### config.mk
export PLATFORM = sky130hd
export DESIGN_NAME = uhi_cross
export DESIGN_NICKNAME = d
export VERILOG_FILES = /design/src/sv/uhi_pkg.sv /design/src/sv/uhi_cross.sv
export SDC_FILE = /design/constraint.sdc
export NUM_CORES = 2
export LEC_CHECK = 0
export BUFFER_PORTS_ARGS = -buffer_cell sky130_fd_sc_hd__buf_4
export CORE_UTILIZATION = 66
export DETAILED_ROUTE_END_ITERATION = 8
export HOLD_SLACK_MARGIN = 0.08
export PLACE_DENSITY = 0.93
export SYNTH_ARGS = -nofsm -noshare
export SYNTH_HDL_FRONTEND = slang
export SYNTH_SLANG_ARGS = --single-unit
export TNS_END_PERCENT = 30
### constraint.sdc
create_clock -name i_clk -period 8.2 [get_ports i_clk]
set_input_delay 0.82 -clock i_clk [delete_from_list [all_inputs] [get_ports i_clk]]
set_output_delay 0.82 -clock i_clk [all_outputs]
set_load 0.02 [all_outputs]
### src/sv/uhi_pkg.sv
// shared types, constants and helper functions of the upper hull perimeter block
package uhi_pkg;

    localparam int CAPACITY   = 1024;
    localparam int COORD_BITS = 16;
    localparam int FRAC_BITS  = 16;

    localparam int BASE_W  = 16;
    localparam int LEN_W   = 34;
    localparam int STAT_W  = 3;
    localparam int ADDR_W  = $clog2(CAPACITY);
    localparam int CNT_W   = $clog2(CAPACITY + 2);
    localparam int ENTRY_W = 2 * COORD_BITS;
    localparam int DIFF_W  = COORD_BITS + 2;
    localparam int PROD_W  = 2 * DIFF_W;
    localparam int CROSS_W = PROD_W + 1;
    localparam int SQ_W    = 2 * COORD_BITS + 1;
    localparam int ITER    = COORD_BITS + FRAC_BITS + 2;
    localparam int ITER_W  = $clog2(ITER + 1);

    typedef logic [COORD_BITS-1:0]      t_coord;
    typedef logic signed [DIFF_W-1:0]   t_diff;
    typedef logic signed [CROSS_W-1:0]  t_cross;
    typedef logic [LEN_W-1:0]           t_len;
    typedef logic [CNT_W-1:0]           t_cnt;
    typedef logic [ADDR_W-1:0]          t_addr;
    typedef logic [ENTRY_W-1:0]         t_entry;

    typedef struct packed {
        t_coord x;
        t_coord y;
    } t_pt;

    typedef enum logic [STAT_W-1:0] {
        ST_ADDED   = 3'd0,
        ST_INSIDE  = 3'd1,
        ST_IGNORED = 3'd2,
        ST_FULL    = 3'd3,
        ST_QUERY   = 3'd4
    } t_status;

    function automatic t_diff diff(input t_coord a, input t_coord b);
        return t_diff'(a) - t_diff'(b);
    endfunction

    function automatic t_coord base_eff(input logic [BASE_W-1:0] b);
        t_coord c;
        c = t_coord'(b);
        return (c < t_coord'(2)) ? t_coord'(2) : c;
    endfunction

    function automatic t_len base_len(input logic [BASE_W-1:0] b);
        return t_len'(base_eff(b)) << FRAC_BITS;
    endfunction

endpackage

### src/sv/uhi_cross.sv
// two-product cross unit: ux*vy - uy*vx with registered products
module uhi_cross (
    input  logic           i_clk,
    input  uhi_pkg::t_diff i_ux,
    input  uhi_pkg::t_diff i_uy,
    input  uhi_pkg::t_diff i_vx,
    input  uhi_pkg::t_diff i_vy,
    output uhi_pkg::t_cross o_cross
);

    logic signed [uhi_pkg::PROD_W-1:0] r_m1;
    logic signed [uhi_pkg::PROD_W-1:0] r_m2;

    always_ff @(posedge i_clk) begin
        r_m1 <= i_ux * i_vy;
        r_m2 <= i_uy * i_vx;
    end

    assign o_cross = uhi_pkg::t_cross'(r_m1) - uhi_pkg::t_cross'(r_m2);

endmodule

Word level (Yosys, flattened, before mapping)
Index checks and enable logic that the tools add are counted.
{ "word_totals": {"input_bits": 73, "output_inout_bits": 37, "elab_cells": 5, "reg_bits": 72} }
{ "op_classes": {"add_sub_neg": 1, "multipliers": 2} }
{ "ops": {"columns": ["operator", "n"], "rows": [
  ["$mul 18x18->36", 2],
  ["$sub 36x36->37", 1]
]} }

Logic depth before layout (Yosys ltp)
{ "logic_depth": {"ltp_word": 1, "ltp_mapped": 26, "depth_no_buf": 24} }

Worst setup path after synthesis
OpenSTA, ideal clock, no wires.
{ "synth_timing": {"path_type": "input to register", "startpoint": "input port i_uy[17]", "endpoint": "register r_m2[32] (netlist name)", "n_path_buf": 3, "t_arrival_ps": 6618, "path_stages": 23, "setup_ps": 134, "slack_ps": 1448, "cell_sequence": "clkbuf_1 -> clkbuf_1 -> nand2_1 -> fa_1 -> inv_1 -> fa_1 -> inv_1 -> fa_1 -> inv_1 -> fa_1 -> fa_1 -> inv_1 -> fa_1 -> inv_1 -> ha_1 -> clkbuf_1 -> nand2_1 -> nor3_1 -> a32oi_1 -> and3_4 -> o41ai_4 -> nor4b_1 -> or4_1"} }
{ "synth_via": {"elab_chain_cells": 1} }
{ "synth_lines": {"columns": ["item", "line", "source"], "rows": [
  ["from (decl)", "uhi_cross.sv:5", "input uhi_pkg::t_diff i_uy,"],
  ["$mul 18x18->36", "uhi_cross.sv:16", "r_m2 <= i_uy * i_vx;"],
  ["to (signal assigned)", "uhi_cross.sv:16", null],
  ["to (decl)", "uhi_cross.sv:12", "logic signed [uhi_pkg::PROD_W-1:0] r_m2;"]
]} }
Every way passes these cells.

Worst setup path after layout
{ "layout_timing": {"startpoint": "input port i_ux[17]", "endpoint": "register r_m1[35] (netlist name)"} }
{ "layout_via": {"elab_chain_cells": 1} }
{ "layout_lines": {"columns": ["item", "line", "source"], "rows": [
  ["from (decl)", "uhi_cross.sv:4", "input uhi_pkg::t_diff i_ux,"],
  ["$mul 18x18->36", "uhi_cross.sv:15", "r_m1 <= i_ux * i_vy;"],
  ["to (signal assigned)", "uhi_cross.sv:15", null],
  ["to (decl)", "uhi_cross.sv:11", "logic signed [uhi_pkg::PROD_W-1:0] r_m1;"]
]} }
Every way passes these cells.

==> impl_metrics.tcl <==
set metrics [dict create \
    antenna-diode-count 0 \
    achievable-frequency_mhz 142 \
    grt_setup_unrepaired "no" \
    synth.yosys.warnings 0 \
    synth.distinct_cells 63 \
    relSlewSlack_pct 58.6 \
    cts_tree "yes" \
    fillerInstances 2828 \
    synth_area_leaders "fa_1 (48%), inv_1 (11%), ha_1 (10%)" \
    initial_core_utilization_pct 67.0 \
    postSynthRegisterBits 72 \
    fp.coreArea_sq_um 40900 \
    clock_tree.buffer_depth 2 \
    syn_nets 3967 \
    syn-cell-area_sq_um 27400 \
    hold_path.class "input pin to flip-flop" \
    final_antenna_net_count 0 \
    std_cell_rows 74 \
    synth_largest_type_area_fraction_pct 48.1 \
    period_share_pct 86.1 \
    ys_seq_area_share_pct 5.25 \
    postCtsResizedCells 0 \
    nNetsFinal 3993 \
    drt_wl_total_mm 64.3 \
    die-height_microns 206 \
    slowest_cp_cell "fa_1" \
    maxcap_viol_count 0 \
    routed_via_count_divided_by_cell_count 5.78 \
    worst-path-buf-inv 8 \
    finalHoldViolations 0 \
    dr.first_iter.drc_count 1503 \
    min-delay-start "i_ux[0]" \
    root_buffer "clkbuf_16" \
    detailedPlacementHpwl_mm 53.4 \
    clk_pin_slew_ns 0.06 \
    hold_ws_ns 0.880 \
    worstHoldEndpoint "r_m1[0]$_DFF_P_" \
    cts.htree.levels 3 \
    maximum_single_stage_delay_on_the_critical_path_ns 0.58 \
    first_global_vias 23400 \
    timing.setup.critical_path_class "input pin to flip-flop" \
    number_of_flops_mapped_to_enable_cells_by_yosys 0 \
    critPathLaunchType "input pin" \
    drive_above_1_share_pct 4.37 \
    floorplan.die.width_microns 206 \
    area_delta_synth_final_pct 5.08 \
    cp_common_cell "inv_1" \
    wl_per_cell_microns 18.0 \
    min_period_ns 7.06 \
    report.final.setup_viol 0 \
    global_route.overflow_total 0 \
    worst_ep_required_time_ns 8.42 \
    hold_path_depth 2 \
    grt_max_degree 19 \
    end_kind "flip-flop" \
    cts.sinks 72 \
    maxSlewViolCount 0 \
    i_o_pins 110 \
    port_buffers 109 \
    timing.critical_path.arrival_ns 7.28 \
    antenna_found_initial 0 \
    routabilityCongestion 0.936 \
    drt_first_pass_iters 7 \
    run_status "completed" \
    grt_first_pass_wirelength_mm 108 \
    fin_setup_tns_ns 0 \
    tightest_slew_ns 0.621 \
    crit_chain "buf_4, nand2_1, inv_1, fa_1, inv_1, fa_1, inv_1, ha_1, inv_1, fa_1, inv_1, fa_1, inv_1, fa_1, inv_1, ha_1, and3_1, a311oi_1, nand2_1, o221ai_1, o2bb2ai_1, o21ai_0, a211oi_1, xnor2_1" \
    synth_largest_area_cell "fa_1" \
    route.vias.total 20700 \
    postSynthAreaPerCell_sq_um 9.11 \
    dieArea_sq_um 42400 \
    global_route.usage.total_pct 32.5 \
    post_cts.repair.setup_buffers 0 \
    cpLargestDelayFamily "adder cells" \
    top_flip_flop_cell_by_instance_count_after_synthesis "dfxtp_1" \
    route.detailed.drc 0 \
    synthArstFlopShare_pct 0 \
    hold_buffers 0 \
    critical_path_peak_fanout 18 \
    number_of_buffers_created_by_cts 9 \
    netlist_instances 3013 \
]
## stage by stage
stage                     area, sq um  instances  util [%]  setup slack, ns
after floorplan                 27400       3013         -             1.45
after global placement          28600       3560      69.8             1.28
after detailed placement        28600       3560      69.8             1.01
after CTS                       28800       3575      70.4             1.20
after global routing            28800       3575      70.4            0.824
final                           28800       3575      70.4             1.14
## cell type report
type / count / area, sq um / share of cell area [%]
repair buffers: 109 / 818 / 2.84
clock buffers: 9 / 225 / 0.781
multi-input cells: 2072 / 22700 / 78.9
well taps: 532 / 666 / 2.31
inverters: 775 / 2910 / 10.1
clock inverters: 6 / 37.5 / 0.130
flip-flops and latches: 72 / 1440 / 5.00
## sequential cells by signal, summed over array words and instances (netlist names)
signal	cells
r_m1	36
r_m2	36
## cell usage in the layout (no fill, tap or decap), types with 7 or more instances in the layout
master	n
nand3_1	18
nand2_1	324
o21ai_1	7
o21ai_0	44
a211oi_1	11
buf_4	109
and2_1	331
and3_1	8
a21oi_1	74
xor2_1	23
o21a_1	18
nor2_1	75
a31oi_1	7
dfxtp_1	72
xnor2_1	76
o21bai_1	10
ha_1	222
a21o_1	37
fa_1	659
nor2b_1	17
nand2b_1	22
nor3_1	17
clkbuf_16	9
inv_1	775
## worst max path at each step
stage / from / to / slack (ns) / depth (start not counted)
2_1_floorplan: i_uy[17] / r_m2[32]$_DFF_P_ / 1.45 / 23
3_3_place_gp: i_vx[0] / r_m2[33]$_DFF_P_ / 1.28 / 25
3_5_place_dp: i_ux[17] / r_m1[35]$_DFF_P_ / 1.01 / 24
4_1_cts: i_ux[17] / r_m1[35]$_DFF_P_ / 1.20 / 24
5_1_grt: i_ux[17] / r_m1[35]$_DFF_P_ / 0.82 / 24
6_report: i_ux[17] / r_m1[35]$_DFF_P_ / 1.14 / 24
## metal layers
layer  vias to the layer above  global-route usage (%)  share of wire (%)  routed length [microns]
met5                         -                       0                  0                        0
met4                         0                    18.4                6.1                     3950
met3                       331                    4.56                6.9                     4440
met2                       998                    57.6                 52                    33400
met1                     10400                    37.9                 35                    22500
li1                       8913                       -                  -                        -
## synth_stat cells, drive strengths merged, types with 5 or more instances
library cell and n:
a211o 5, a211oi 13, a21o 37, a21oi 75, a31oi 7, and2 331, and3 9, clkbuf 91
dfxtp 72, fa 659, ha 222, inv 775, nand2 324, nand2b 22, nand3 18, nand4 5
nor2 75, nor2b 17, nor3 17, o21a 18, o21ai 51, o21bai 10, or3 5, xnor2 76
xor2 23
## cells by family after synthesis
logic type,Yosys count,synth area share [%]
compound gates,254,6.07
fa+ha+maj,881,58.2
mux,1,0.0365
xor+xnor,99,3.16
simple gates,837,15.4
buf+inv,869,11.9
flops,72,5.25
Power is not shown: default switching activity piles up to over one toggle a cycle in this logic, so the estimate is an artifact.
