File: src/sv/uhi_pkg.sv
// shared types, constants and helper functions of the upper hull perimeter block
package uhi_pkg;

    localparam int CAPACITY   = 1024;
    localparam int COORD_BITS = 16;
    localparam int FRAC_BITS  = 16;

    localparam int BASE_W  = 16;
    localparam int LEN_W   = 34;
    localparam int STAT_W  = 3;
    localparam int ADDR_W  = $clog2(CAPACITY);
    localparam int CNT_W   = $clog2(CAPACITY + 2);
    localparam int ENTRY_W = 2 * COORD_BITS;
    localparam int DIFF_W  = COORD_BITS + 2;
    localparam int PROD_W  = 2 * DIFF_W;
    localparam int CROSS_W = PROD_W + 1;
    localparam int SQ_W    = 2 * COORD_BITS + 1;
    localparam int ITER    = COORD_BITS + FRAC_BITS + 2;
    localparam int ITER_W  = $clog2(ITER + 1);

    typedef logic [COORD_BITS-1:0]      t_coord;
    typedef logic signed [DIFF_W-1:0]   t_diff;
    typedef logic signed [CROSS_W-1:0]  t_cross;
    typedef logic [LEN_W-1:0]           t_len;
    typedef logic [CNT_W-1:0]           t_cnt;
    typedef logic [ADDR_W-1:0]          t_addr;
    typedef logic [ENTRY_W-1:0]         t_entry;

    typedef struct packed {
        t_coord x;
        t_coord y;
    } t_pt;

    typedef enum logic [STAT_W-1:0] {
        ST_ADDED   = 3'd0,
        ST_INSIDE  = 3'd1,
        ST_IGNORED = 3'd2,
        ST_FULL    = 3'd3,
        ST_QUERY   = 3'd4
    } t_status;

    function automatic t_diff diff(input t_coord a, input t_coord b);
        return t_diff'(a) - t_diff'(b);
    endfunction

    function automatic t_coord base_eff(input logic [BASE_W-1:0] b);
        t_coord c;
        c = t_coord'(b);
        return (c < t_coord'(2)) ? t_coord'(2) : c;
    endfunction

    function automatic t_len base_len(input logic [BASE_W-1:0] b);
        return t_len'(base_eff(b)) << FRAC_BITS;
    endfunction

endpackage

File: src/sv/uhi_sqrt.sv
// bit-serial square root, one result bit per cycle, rounded to nearest
module uhi_sqrt (
    input  logic                     i_clk,
    input  logic                     i_rst_n,
    input  logic                     i_start,
    input  logic [uhi_pkg::SQ_W-1:0] i_radicand,
    output logic                     o_busy,
    output logic                     o_done,
    output logic [uhi_pkg::ITER-1:0] o_root
);

    localparam int SH_W  = 2 * uhi_pkg::ITER;
    localparam int REM_W = uhi_pkg::ITER + 2;

    logic [SH_W-1:0]           r_sh;
    logic [REM_W-1:0]          r_rem;
    logic [uhi_pkg::ITER-1:0]  r_root;
    logic [uhi_pkg::ITER_W-1:0] r_cnt;
    logic                      r_busy;
    logic                      r_done;
    logic [REM_W-1:0]          n_rem2;
    logic [REM_W-1:0]          n_trial;
    logic [uhi_pkg::ITER:0]    n_round;

    always_comb begin
        n_rem2  = {r_rem[REM_W-3:0], r_sh[SH_W-1 -: 2]};
        n_trial = {r_root, 2'b01};
        n_round = {1'b0, r_root} + (uhi_pkg::ITER+1)'(1);
    end

    always_ff @(posedge i_clk) begin
        if (!i_rst_n) begin
            r_busy <= 1'b0;
            r_done <= 1'b0;
            r_cnt  <= '0;
        end else begin
            r_done <= r_busy && (r_cnt == uhi_pkg::ITER_W'(1));
            if (i_start) begin
                r_sh   <= SH_W'(i_radicand) << (2 * (uhi_pkg::FRAC_BITS + 1));
                r_rem  <= '0;
                r_root <= '0;
                r_cnt  <= uhi_pkg::ITER_W'(uhi_pkg::ITER);
                r_busy <= 1'b1;
            end else if (r_busy) begin
                r_sh <= r_sh << 2;
                if (n_rem2 >= n_trial) begin
                    r_rem  <= n_rem2 - n_trial;
                    r_root <= {r_root[uhi_pkg::ITER-2:0], 1'b1};
                end else begin
                    r_rem  <= n_rem2;
                    r_root <= {r_root[uhi_pkg::ITER-2:0], 1'b0};
                end
                r_cnt <= r_cnt - uhi_pkg::ITER_W'(1);
                if (r_cnt == uhi_pkg::ITER_W'(1)) begin
                    r_busy <= 1'b0;
                end
            end
        end
    end

    assign o_busy = r_busy;
    assign o_done = r_done;
    assign o_root = n_round[uhi_pkg::ITER:1];

endmodule

File: config.mk
export PLATFORM = sky130hd
export DESIGN_NAME = uhi_sqrt
export DESIGN_NICKNAME = d
export VERILOG_FILES = /design/src/sv/uhi_pkg.sv /design/src/sv/uhi_sqrt.sv
export SDC_FILE = /design/constraint.sdc
export NUM_CORES = 1
export LEC_CHECK = 0
export ABC_AREA = 1
export BUFFER_PORTS_ARGS = -buffer_cell sky130_fd_sc_hd__buf_2
export CAP_MARGIN = 20
export CORE_MARGIN = 5
export CORE_UTILIZATION = 55
export CTS_CLUSTER_DIAMETER = 200
export DETAILED_ROUTE_END_ITERATION = 10
export GPL_TIMING_DRIVEN = 0
export PLACE_DENSITY_LB_ADDON = 0.2
export SLEW_MARGIN = 10
export SYNTH_ARGS = -nofsm -noshare
export SYNTH_HDL_FRONTEND = slang
export SYNTH_SLANG_ARGS = --single-unit
File: constraint.sdc
create_clock -name i_clk -period 10.7 [get_ports i_clk]
set_input_delay 2.14 -clock i_clk [delete_from_list [all_inputs] [get_ports i_clk]]
set_output_delay 2.14 -clock i_clk [all_outputs]
set_load 0.01 [all_outputs]
* Yosys cells after proc, flatten, opt, wreduce, memory -nomap -nowiden
Cells that the tools add are included.
** Word-level totals
- Flip-flop bits (word level) :: 142
- Logic and storage cells :: 29
- Bits of input ports :: 36
- Output and inout port bits :: 36
** Operators by class
- Eq/ne operators :: 1
- Muxes and demuxes :: 11
- Magnitude comparators :: 1
- $add $sub $neg :: 3
- Reductions and logical operators :: 4
- Bitwise logic cells :: 1
** Operators with widths (number)
- two-way mux 34 bit :: 3
- two-way mux 68 bit :: 1
- two-way mux 67 bit :: 1
- greater-or-equal comparator 36 bit :: 1
- adder 34 x 1 -> 35 bit (second input constant) :: 1
- subtractor 34 bit :: 1
- two-way mux 6 bit :: 2
- equality test 6 x 1 -> 1 bit (second input constant) :: 1
- subtractor 6 x 1 -> 6 bit (second input constant) :: 1
- two-way mux 1 bit :: 4
- AND reduction 2 bit :: 1
- nonzero test 2 bit :: 1
- OR reduction 2 bit :: 1
- logical AND 1 bit :: 1
- inverter 1 bit :: 1

* Longest topological paths before layout
Gate-level depths: netlist (run 1).
- Word-level depth :: 4
- Depth in mapped cells :: 18
- Depth with buffers taken out :: 17

* Worst setup path before layout (run 1)
No wires, ideal clock.
- Path type :: input to register
- From :: input port i_start
- To :: register r_rem[0] (enable)
- Cell stages on the path :: 3
- Slack :: 3.418 ns
- Buffers on the path :: 1
- Arrival :: 6.717 ns
- Required time :: 10.136 ns
- Setup time :: 0.564 ns
- Cell sequence :: clkbuf_1 nor2_1 nor2_1
** Between the ends
- Cells in the longest elaborated chain, start to end :: 2
** RTL lines
- from (decl) :: RTL line uhi_sqrt.sv:5 : input logic i_start,
- nonzero test 2 bit (no source line)
- AND reduction 2 bit (no source line)
- to (signal assigned) :: RTL line uhi_sqrt.sv:47 : r_rem <= n_rem2 - n_trial;
- to (signal assigned) :: RTL line uhi_sqrt.sv:50 : r_rem <= n_rem2;
- to (decl) :: RTL line uhi_sqrt.sv:16 : logic [REM_W-1:0] r_rem;
No other way between the ends.
A chain may end at the register's enable or synchronous reset.

* Worst setup path after layout (run 1)
- From :: register r_root[0] (netlist bit)
- To :: output port o_root[33] (netlist bit)
** Between the ends
- Cells in the longest elaborated chain, start to end :: 1
** RTL lines
- from (decl) :: RTL line uhi_sqrt.sv:17 : logic [uhi_pkg::ITER-1:0] r_root;
- from (signal assigned) :: RTL line uhi_sqrt.sv:48 : r_root <= {r_root[uhi_pkg::ITER-2:0], 1'b1};
- from (signal assigned) :: RTL line uhi_sqrt.sv:51 : r_root <= {r_root[uhi_pkg::ITER-2:0], 1'b0};
- adder 34 x 1 -> 35 bit :: RTL line uhi_sqrt.sv:28 : n_round = {1'b0, r_root} + (uhi_pkg::ITER+1)'(1);
- to (decl) :: RTL line uhi_sqrt.sv:9 : output logic [uhi_pkg::ITER-1:0] o_root
No other way between the ends.

==> results_dict.tcl, run 1 <==
set metrics [dict create \
    ios 72 \
    place.gp.congestion 0.9870 \
    drt-total-wl_um 19920 \
    worstSetupEndpointType "output port" \
    num_antenna_cells 0 \
    syn2layout_area_growth_pct 12.01 \
    io_buffer_count 70 \
    synth_nets 1244 \
    crit_required_ns 8.56 \
    cp-startpoint "r_root[0]" \
    final_util 0.6239 \
    asyncSetResetFlopFracSynth 0 \
    path_delay_family "simple AND/OR/NAND/NOR gates" \
    slew-limit-headroom 0.5646 \
    cts-buffers-inserted 9 \
    postSynthAreaPerCell_sq_um 6.899 \
    yosysUniqueCellTypes 35 \
    synthTopCellsByArea "edfxtp_1 (38%), nand2_1 (22%), inv_1 (8.3%)" \
    outcome "complete, no violations" \
    drive_above_1_share 0.08983 \
    finalSetupTns_ns 0 \
    cp_cell_sequence "ha_1, nand3_1, inv_1, nand2_1, inv_1, nand3_1, nor2_1, nand4_1, nor2_1, nand3_1, nor3_1, buf_2" \
    gr-total-overflow 0 \
    dp_hpwl_um 16150 \
    ant_nets 0 \
    cts_tree "yes" \
    whs_endpoint "r_cnt[0]" \
    synth_top_area_share 0.3798 \
    clk_path_buf_depth 2 \
    critPathKind "flip-flop to output port" \
    min_path_cells 2 \
    grt_util_all_layers 0.2456 \
    critical_path_buf_inv_count 3 \
    rows 44 \
    r2r_start "r_root[27]" \
    antenna_found_initial 0 \
    cts_root_buf "clkbuf_16" \
    cap_violations 0 \
    clkSinkCount 110 \
    drt_iter0_drc 512 \
    nets 1328 \
    clk_latency_ns 0.36 \
    r2r_end "r_rem[26]" \
    synth_edf_count 102 \
    wl_per_cell_um 13.82 \
    path_clk_slew_ns 0.07 \
    chipHeight_um 131.1 \
    slew_violations 0 \
    rsz0062_at_grt "false" \
    initial_core_util 0.5570 \
    worst-path-max-fanout 6 \
    power_density_nw_per_um2 139.3 \
    p_leak_uw 0.004640 \
    die_x_um 131.1 \
    ys_seq_area_frac 0.3996 \
    crit_path_top_delay_cell "edfxtp_1" \
    core_sq_um 14480 \
    hp-class "flip-flop to flip-flop" \
    hold_buffers 0 \
    crit_path_frequent_cell "nand3_1" \
    period_needed_ns 4.804 \
    reg2reg_depth 12 \
    max_slew.worst_pin.slew_ns 0.6481 \
    die_area_sq_um 17190 \
    whs_ns 0.4958 \
    min_from "r_cnt[0]" \
    viasPerCell 4.984 \
    cts_setup_buffers 0 \
    grt_pass1_vias 6863 \
    drt_first_pass_iters 5 \
    ir_drop_mv 0.1057 \
    fmax_mhz 208.2 \
    synth_top_area_cell "edfxtp_1" \
    synthTopCellsByCount "nand2_1 (464), inv_1 (178), nor2_1 (173)" \
    cts_resized 0 \
    critPathMaxStageDelay_ns 0.44 \
    crit_arrival_ns 2.66 \
    r2r_slack_ns 8.00 \
    yosys_most_used_dff "edfxtp_1" \
    grt_max_degree 33 \
    yosysMostFrequentCell "nand2_1" \
    htreeDepth 3 \
    grt_pass1_wl_um 32780 \
    remaining_drc_errors 0 \
    synth.cell_area_sq_um 8065 \
    vias 7187 \
    crit_path_start_kind "flip-flop" \
    fin_skew_ns 0.01220 \
    finalCritPeriodShare 0.4490 \
    yosys_warnings 0 \
    setup_violations 0 \
    hold_viol_final 0 \
    synth-seq-cells 110 \
    synth_cells 1169 \
]
==> logic make-up (layout without fill, tap and decap cells) <==
group / count (synthesis) / count (layout) / share of synthesized area
and+or+nand+nor: 727 / 727 / 0.3612
adders and majority gates: 39 / 39 / 0.06050
AOI/OAI and AO/OA: 37 / 37 / 0.02575
DFF: 110 / 110 / 0.3996
buffers and inverters: 207 / 296 / 0.09975
xor gates and xnor gates: 49 / 49 / 0.05321
==> final cells by class <==
class / instances / area, sq um
Fill cell: 1415 / 5445
Multi-Input combinational cell: 852 / 4045
Sequential cell: 110 / 3223
Inverter: 184 / 690.7
Timing Repair Buffer: 73 / 410.4
Tap cell: 184 / 230.2
Clock buffer: 9 / 225.2
Buffer: 23 / 113.9
Clock inverter: 7 / 95.09
==> worst max path at each step <==
stage | slack (ns) | to | cells after the start
floorplan | 3.42 | r_rem[0] | 3
global route | 5.70 | o_root[33] | 12
CTS | 5.87 | o_root[33] | 12
detailed placement | 6.26 | o_root[33] | 12
finish | 5.90 | o_root[33] | 12
global placement | 1.30 | r_root[21] | 3
==> layout by cell type, fill, tap and decap left out, drive strengths merged <==
cell type,instances
nand3b,8
edfxtp,102
o21ai,5
clkinv,3
dfxtp,8
o21bai,3
and2,3
bufinv,2
clkinvlp,1
a31oi,1
a21oi,23
ha,39
nor2,180
xnor2,18
xor2,31
a21o,1
clkbuf,22
nand2,465
buf,83
and3,3
a21boi,2
nor4,2
inv,185
nor3b,2
or2,1
o21a,1
nor3,22
a221oi,1
nand3,30
nand4,11
==> report_power, final <==
group          total, uW  switching [uW]  internal [uW]
Clock                363             156            206
Sequential           531            18.8            512
Combinational        365             236            129
Total               1260             411            847
==> per-layer routing <==
layer | share of wire | global-route usage | wire [um]
met3 | 0.058 | 0.03404 | 1164
met4 | 0.025 | 0.08832 | 501
met1 | 0.45 | 0.3233 | 8967
met5 | 0 | 0 | 0
met2 | 0.47 | 0.4149 | 9290
==> worst reg2reg max path, delay by kind of cell, from the launching register on <==
kind | cells | cell delay (ns)
adders and majority gates | 1 | 0.48
buffers and inverters | 2 | 0.51
DFF | 1 | 0.35
and+or+nand+nor | 9 | 1.12
==> registers in the layout, summed over array words and instances, names as in the netlist <==
| name | count |
|---|---|
| r_rem | 34 |
| r_root | 34 |
| r_sh | 34 |
| r_cnt | 6 |
| o_busy | 1 |
| o_done | 1 |
==> metrics by stage <==
step	std cells	power, uW	instance area, sq um	setup WS, ns
after CTS	1442	1260	9034	5.872
after global placement	1423	899.1	8646	1.296
final	1442	1259	9034	5.896
after floorplan	1169	807.4	8065	3.418
after global routing	1442	1337	9034	5.703
after detailed placement	1426	903.4	8713	6.264
(Power assumes the default switching activity.)
==> run 2, diff against run 1 <==
- clock period: 10.7 -> 4.75 ns (I/O delays scaled with it)
==> run 2 against run 1 <==
  * Register-to-register slack got worse by 5.9 ns
  * First-iteration DRC count shrank 17%
  * Design area fell by 0.18%
  * Combinational power rose by 130%
  * Sequential share of layout area rose by 0.064 points
  * Largest cell class unchanged
  * Highest routed layer unchanged
  * Wire length fell by 0.57%
  * Largest power group unchanged
  * Via count rose by 0.50%
  * Cell count unchanged
  * Non-clock buffer count is the same
==> results_dict.tcl, run 2 (synthesis results as in run 1) <==
set metrics [dict create \
    outcome "complete, no violations" \
    crit_path_top_delay_cell "edfxtp_1" \
    grt_util_all_layers 0.2397 \
    route.met2.wl_um 9188 \
    num_antenna_cells 0 \
    cts_resized 0 \
    worstSetupEndpointType "output port" \
    rsz0062_at_grt "false" \
    p_leak_uw 0.004635 \
    gr-total-overflow 0 \
    pre_cts_slack_ns 1.521 \
    setup_violations 0 \
    drt_iter0_drc 427 \
    crit_path_frequent_cell "nand3_1" \
    final_common_cell "nand2_1" \
    die_x_um 131.1 \
    place.gp.congestion 0.9878 \
    syn2layout_area_growth_pct 11.81 \
    cp_cell_sequence "ha_1, nand3_1, inv_1, nand2_1, inv_1, nand3_1, nor2_1, nand4_1, nor2_1, nand3_1, nor3_1, buf_2" \
    clkSinkCount 110 \
    cts_root_buf "clkbuf_16" \
    cap_violations 0 \
    max_slew.worst_pin.slew_ns 0.6578 \
    final_cell_mix "nand2_1 (464), inv_1 (178), nor2_1 (172)" \
    hp-class "flip-flop to flip-flop" \
    fin_skew_ns 0.007014 \
    min_path_cells 2 \
    critPathKind "flip-flop to output port" \
    initial_core_util 0.5570 \
    crit_required_ns 3.80 \
    cts_tree "yes" \
    chipHeight_um 131.1 \
    fmax_mhz 277.5 \
    hold_buffers 0 \
    htreeDepth 3 \
    core_sq_um 14480 \
    slew-limit-headroom 0.5581 \
    clk_latency_ns 0.36 \
    reg2reg_depth 12 \
    period_needed_ns 3.604 \
    final_area_sq_um 9017 \
    grt_pass1_vias 6741 \
    final_util 0.6228 \
    wl_met3_um 1154 \
    drt-total-wl_um 19810 \
    path_clk_slew_ns 0.07 \
    dp_hpwl_um 16090 \
    crit_path_start_kind "flip-flop" \
    hold_viol_final 0 \
    rows 44 \
    drt_first_pass_iters 5 \
    die_area_sq_um 17190 \
    viasPerCell 5.009 \
    whs_ns 0.4936 \
    cts_setup_buffers 0 \
    wl_per_cell_um 13.74 \
    slew_violations 0 \
    vias 7223 \
    ios 72 \
    nets 1328 \
    power_density_nw_per_um2 309.9 \
    drive_above_1_share 0.08983 \
    critPathMaxStageDelay_ns 0.44 \
    placed_area_sq_um 8713 \
    setup_slack_ns 1.146 \
    worst-path-max-fanout 6 \
    antenna_found_initial 0 \
    ir_drop_mv 0.2465 \
    cts-buffers-inserted 9 \
    top_layer_used "met4" \
    ant_nets 0 \
    io_buffer_count 70 \
    remaining_drc_errors 0 \
    finalSetupTns_ns 0 \
    finalCritPeriodShare 0.7587 \
    crit_arrival_ns 2.65 \
    met1_length_um 9054 \
    top_regs "r_rem: 34 flops, r_root: 34 flops, r_sh: 34 flops" \
    clk_path_buf_depth 2 \
    grt_pass1_wl_um 31800 \
    grt_max_degree 33 \
]
run 2: changes by cell type in the layout (fill, tap and decap cells not counted):
cell and change:
clkinvlp_4 -1, clkinv_4 +2, clkinv_2 -1, inv_6 +1, bufinv_16 -1
run 2: where the power goes:
part / switching, uW / internal (uW)
combinational: 533 / 289
clock: 360 / 416
sequential: 41.8 / 1150
run 2: cell type report:
cell class,instances,area [sq um]
Buffer,23,113.9
Clock buffer,9,225.2
Fill cell,1388,5461
Inverter,184,690.7
Tap cell,184,230.2
Multi-Input combinational cell,852,4045
Clock inverter,7,78.83
Sequential cell,110,3223
Timing Repair Buffer,73,410.4
run 2: path summary, 6_finish.rpt:
kind | start | to | slack [ns]
setup / recovery | r_root[0] | o_root[33] | 1.15
hold / removal | r_cnt[0] | r_cnt[0] | 0.49
setup reg to reg | r_root[27] | r_rem[27] | 2.06
hold reg to reg | r_cnt[0] | r_cnt[0] | 0.49
run 2: critical path, delay by kind of cell (launching register included):
kind	cells	cell delay (ns)
buf+inv	3	0.37
flops	1	0.44
simple gates	8	1.25
fa+ha+maj	1	0.23
run 2: per-stage QoR:
stage | power, uW | cells
after global routing | 2969 | 1442
after floorplan | 1815 | 1169
final | 2795 | 1442
after CTS | 2802 | 1442
after detailed placement | 2034 | 1426
after global placement | 2021 | 1423
run 2: per-layer routing:
| layer | global-route usage | up-vias |
|---|---|---|
| li1 | - | 3782 |
| met1 | 0.3248 | 3217 |
| met2 | 0.4035 | 203 |
| met3 | 0.02269 | 21 |
| met4 | 0.08348 | 0 |
| met5 | 0 | - |
